**src/hdl/pqc_pkg.sv**
```systemverilog
// pqc_pkg: shared constants for the projected quad cull block
// status codes, register indexes, widths and reset values, corner and area tables
// no dependencies
`timescale 1ns / 1ps

package pqc_pkg;

   // corners of one face
   localparam int NUM_CORNERS      = 4;
   localparam int CORNER_IDX_BITS  = 2;

   // doubled areas: 012, 023, 123, 230, 301
   localparam int NUM_AREAS = 5;
   localparam logic [CORNER_IDX_BITS-1:0] AREA_A [NUM_AREAS] = '{2'd0, 2'd0, 2'd1, 2'd2, 2'd3};
   localparam logic [CORNER_IDX_BITS-1:0] AREA_B [NUM_AREAS] = '{2'd1, 2'd2, 2'd2, 2'd3, 2'd0};
   localparam logic [CORNER_IDX_BITS-1:0] AREA_C [NUM_AREAS] = '{2'd2, 2'd3, 2'd3, 2'd0, 2'd1};
   localparam int AREA_012 = 0;
   localparam int AREA_023 = 1;
   localparam int AREA_123 = 2;
   localparam int AREA_230 = 3;
   localparam int AREA_301 = 4;

   // result status codes
   localparam logic [1:0] STATUS_VISIBLE  = 2'd0;
   localparam logic [1:0] STATUS_OFF_X    = 2'd1;
   localparam logic [1:0] STATUS_UNSTABLE = 2'd2;
   localparam logic [1:0] STATUS_OFF_Y    = 2'd3;

   // register port
   localparam int CSR_INDEX_BITS = 2;
   localparam int CSR_DATA_BITS  = 16;
   localparam int SCREEN_BITS    = 15;
   localparam int AREA_THR_BITS  = 16;
   localparam logic [CSR_INDEX_BITS-1:0] CSR_SCREEN_WIDTH   = 2'd0;
   localparam logic [CSR_INDEX_BITS-1:0] CSR_SCREEN_HEIGHT  = 2'd1;
   localparam logic [CSR_INDEX_BITS-1:0] CSR_MIN_TWICE_AREA = 2'd2;

   // register reset values
   localparam logic [SCREEN_BITS-1:0]   SCREEN_WIDTH_RST   = 15'd240;
   localparam logic [SCREEN_BITS-1:0]   SCREEN_HEIGHT_RST  = 15'd160;
   localparam logic [AREA_THR_BITS-1:0] MIN_TWICE_AREA_RST = 16'd24;

endpackage

```
**src/hdl/pqc_bbox.sv**
```systemverilog
// pqc_bbox: bounding box and top corner search over four corners
// combinational; uses pqc_pkg for corner count and index width
`timescale 1ns / 1ps

module pqc_bbox #(
   parameter int COORD_BITS = 16
) (
   input  logic [pqc_pkg::NUM_CORNERS-1:0][COORD_BITS-1:0] xs,
   input  logic [pqc_pkg::NUM_CORNERS-1:0][COORD_BITS-1:0] ys,
   output logic [COORD_BITS-1:0]                           min_x,
   output logic [COORD_BITS-1:0]                           max_x,
   output logic [COORD_BITS-1:0]                           min_y,
   output logic [COORD_BITS-1:0]                           max_y,
   output logic [pqc_pkg::CORNER_IDX_BITS-1:0]             top_corner
);
   import pqc_pkg::*;

   // running min and max, first strictly smaller y takes the top corner
   always_comb begin
      min_x      = xs[0];
      max_x      = xs[0];
      min_y      = ys[0];
      max_y      = ys[0];
      top_corner = '0;
      for (int i = 1; i < NUM_CORNERS; i++) begin
         if ($signed(xs[i]) < $signed(min_x)) begin
            min_x = xs[i];
         end
         if ($signed(xs[i]) > $signed(max_x)) begin
            max_x = xs[i];
         end
         if ($signed(ys[i]) < $signed(min_y)) begin
            min_y      = ys[i];
            top_corner = CORNER_IDX_BITS'(i);
         end
         if ($signed(ys[i]) > $signed(max_y)) begin
            max_y = ys[i];
         end
      end
   end

endmodule

```
**config.mk**
```make
export PLATFORM = sky130hd
export DESIGN_NAME = pqc_bbox
export DESIGN_NICKNAME = d
export VERILOG_FILES = /design/src/hdl/pqc_pkg.sv /design/src/hdl/pqc_bbox.sv
export SDC_FILE = /design/constraint.sdc
export NUM_CORES = 1
export LEC_CHECK = 0
export BUFFER_PORTS_ARGS = -buffer_cell sky130_fd_sc_hd__buf_2
export CAP_MARGIN = 10
export CELL_PAD_IN_SITES_DETAIL_PLACEMENT = 1
export CELL_PAD_IN_SITES_GLOBAL_PLACEMENT = 2
export CORE_AREA = 10 10 159 161
export DETAILED_ROUTE_END_ITERATION = 7
export DIE_AREA = 0 0 169 171
export PLACE_DENSITY = 0.94
export SLEW_MARGIN = 20
export SYNTH_ARGS = -nofsm -noshare
export SYNTH_HDL_FRONTEND = slang
export SYNTH_SLANG_ARGS = --single-unit
```
**constraint.sdc**
```tcl
create_clock -name vclk -period 8.7
set_input_delay 0.87 -clock vclk [all_inputs]
set_output_delay 0.87 -clock vclk [all_outputs]
set_load 0.005 [all_outputs]
```
==> key figures <==
Worst setup path
  • CP endpoint kind: output pin
  • Most numerous cell on the critical path: sky130_fd_sc_hd__a21oi_1
  • Cell type of the slowest stage on the worst timing path: sky130_fd_sc_hd__ha_1
  • Startpoint type of the worst setup path: primary input
  • Worst setup path class: primary input to output pin
  • Capture point of the worst path: min_x[9]
  • Worst-path maximum fanout: 30
  • Data required time at the worst endpoint: 7.83 ns
  • Highest cell delay on the worst timing path: roughly 0.41 ns
  • Start point of the critical path: xs[15]
  • Arr. time, crit path: about 7.3 ns

Floorplanning
  • Rows: 55
  • Full die area: 28,900 um2
  • Number of top-level pins: ~190
  • Area of the core: 22,200 um2
  • Initial core utilization: about 29%
  • Die outline width: ~170 um
  • Chip Height: roughly 170 um

Cells and area
  • Area taken by flip-flops and latches: 0 um2
  • Final sequential cell count: 0
  • Antenna fix cells: 0
  • Fraction of final layout cells sized beyond drive strength 1: between 20% and 30%
  • Layout Utilization: 35.7%
  • Clock tree buffer count of the final layout: 0
  • Final #Nets: 1,362
  • Synthesis-to-finish area growth: 22.0%

Logic synthesis
  • Part of the Yosys area used for sequential elements: 0%
  • Post-Synthesis Mean Instance Area: between 7 and 8 um2
  • Synth top area share: 29.2%
  • Total standard cell area after synthesis: ~6500 um2
  • Cell taking the most area after synthesis: sky130_fd_sc_hd__ha_1
  • Leading post-synthesis cells by cell area: sky130_fd_sc_hd__ha_1 (29%), sky130_fd_sc_hd__mux2i_1 (12%), sky130_fd_sc_hd__o21ai_0 (6.4%)
  • Post-synth cell types: between 60 and 70
  • Number of instances in the synthesized netlist: ~900
  • Post-Synthesis Net Count: roughly 1,200
  • YS warnings: 0

Timing
  • Highest attainable clock frequency: approximately 120 MHz
  • Number of endpoints failing setup at the final stage: 0
  • Slew HR: between 50% and 60%
  • Min Hold Slack: 2.10 ns
  • Fin Setup TNS: 0 ns
  • Part of the cycle the worst path needs: a little over nine tenths
  • Minimum clock period: roughly 8 ns
  • Slew at the pin closest to its max-slew limit: approximately 0.66 ns
  • Final max-slew violation count: 0
  • Hold violation total from the final report: 0

Global route
  • GRT Resource Usage Total: approximately 17%
  • First-pass GRT wire length: 41.2 mm
  • Vias in the first global route: 7,892
  • Initial antenna violation count: 1
  • Largest net degree at the start of global routing: between 40 and 50
  • Global route total overflow: 0

Route
  • Initial detailed-routing violation count: between 300 and 400
  • Router iterations before antenna repair: 5
  • Antenna Nets Post-Route: 0
  • Average vias per placed instance: 5.49
  • WL final: between 20 and 30 mm
  • Remaining design rule violation count: 0
  • Vias after detailed routing: between 7,000 and 8,000
  • Routed len/inst: approximately 19 um

Min path
  • Worst min-delay path class: primary input to output pin

Outcome
  • Run status: completed

Pwr
  • Static leakage power: between 4 and 5 nW
  • Part of the power in registers: 0%
  • Internal power: between 0.0005 and 0.0006 W
  • Switching share of total power: a little under three fifths
  • Power Dens Cells: about 160 nW/um2
  • Combinational cell fraction of total power: 100.0%
  • Peak supply drop: ~0.086 mV
  • Part of the total power dissipated in the clock network: 0%
  • Psw: 0.000721 W

CTS
  • Hold-fix buffers at CTS: 0
  • Number of buffers inserted to repair setup after CTS: 0

Job
  • Count of max-cap constraint violations: 0

Placement
  • Count of port buffers added during placement: between 150 and 200
  • Global placement routability congestion: around 0.94
  • Post-DP HPWL: 23.5 mm
power by group through the flow:
stage               logic, W  registers [W]  clock network [W]
detailed placement   0.00128              0                  0
global route         0.00143              0                  0
global placement     0.00125              0                  0
floorplan           0.000808              0                  0
CTS                  0.00129              0                  0
finish               0.00129              0                  0
per-layer routing:
| metal | GRT usage (%) | wire, um | vias to the layer above |
|---|---|---|---|
| li1 | - | - | 3696 |
| met1 | 21.7 | 12100 | 3587 |
| met2 | 29.8 | 12200 | 182 |
| met3 | 2.55 | 1310 | 30 |
| met4 | 2.96 | 478 | 2 |
| met5 | 0 | 7 | - |
through the flow:
step	cell area, um2	std cells	setup WS, ns	total power (W)
2_1_floorplan	6500	898	0.468	0.000808
3_3_place_gp	7910	1365	0.149	0.00125
3_5_place_dp	7910	1365	0.127	0.00128
4_1_cts	7910	1365	0.102	0.00129
5_1_grt	7930	1365	-0.0373	0.00143
6_report	7930	1365	0.499	0.00129
cell usage after synthesis, drive strengths merged, types with 3 or more instances:
| library cell | n |
|---|---|
| ha | 152 |
| inv | 98 |
| o21ai | 88 |
| a21oi | 79 |
| mux2i | 77 |
| nand2 | 70 |
| nor2 | 48 |
| nand2b | 27 |
| nand4 | 27 |
| a21o | 23 |
| o211ai | 23 |
| clkbuf | 18 |
| buf | 16 |
| mux2 | 16 |
| nor2b | 16 |
| nand3 | 14 |
| o221a | 14 |
| a211oi | 9 |
| nor3 | 9 |
| o31ai | 8 |
| o21a | 6 |
| o22ai | 6 |
| and3 | 4 |
| or3 | 4 |
| a211o | 3 |
| and2 | 3 |
| o21bai | 3 |
| or2 | 3 |
area by class of cell:
| cell class | instances | area, um2 |
|---|---|---|
| timing repair buffer | 216 | 1190 |
| multi-input combinational | 766 | 6020 |
| tap | 285 | 357 |
| inverter | 98 | 368 |
| fill | 2885 | 14300 |
worst min path at each step:
stage,from,depth (start not counted),slack (ns),end
finish,ys[57],4,2.10,min_y[9]
global route,ys[57],4,2.12,min_y[9]
CTS,ys[57],4,2.10,min_y[9]
detailed placement,ys[57],4,2.09,min_y[9]
global placement,xs[54],4,2.10,max_x[6]
floorplan,ys[58],2,1.84,min_y[10]
placed cells by master, fill, tap and decap left out, types with 6 or more instances in the layout:
cell	instances
sky130_fd_sc_hd__a211oi_1	8
sky130_fd_sc_hd__a21o_1	22
sky130_fd_sc_hd__a21oi_1	78
sky130_fd_sc_hd__buf_2	194
sky130_fd_sc_hd__buf_4	18
sky130_fd_sc_hd__ha_1	152
sky130_fd_sc_hd__inv_1	98
sky130_fd_sc_hd__mux2_2	9
sky130_fd_sc_hd__mux2_4	7
sky130_fd_sc_hd__mux2i_1	76
sky130_fd_sc_hd__nand2_1	70
sky130_fd_sc_hd__nand2b_1	27
sky130_fd_sc_hd__nand3_1	14
sky130_fd_sc_hd__nand4_1	25
sky130_fd_sc_hd__nor2_1	47
sky130_fd_sc_hd__nor2b_1	16
sky130_fd_sc_hd__nor3_1	9
sky130_fd_sc_hd__o211ai_1	21
sky130_fd_sc_hd__o21a_1	6
sky130_fd_sc_hd__o21ai_0	82
sky130_fd_sc_hd__o221a_2	14
worst max-delay path: cells and delay by family:
| kind | cells | cell delay [ns] |
|---|---|---|
| AO/OA/AOI/OAI | 12 | 2.52 |
| AND/OR/NAND/NOR | 8 | 1.23 |
| buffers and inverters | 6 | 1.03 |
| adder cells (fa/ha/maj) | 3 | 1.02 |
| multiplexers | 3 | 0.66 |
repair_timing:
action | 4_1_cts | 5_1_grt
gates resized for setup | 0 | 7
endpoints found under the setup margin | 0 | 48
endpoints found under the hold margin | 0 | 0
cell families after synthesis:
kind of cell / count (synthesis) / synth area share (%)
compound gates: 287 / 29.1
fa+ha+maj: 153 / 29.4
buf+inv: 132 / 8.14
xor+xnor: 3 / 0.404
simple gates: 230 / 17.7
mux: 93 / 15.2
Power figures use the tool's default switching activity.
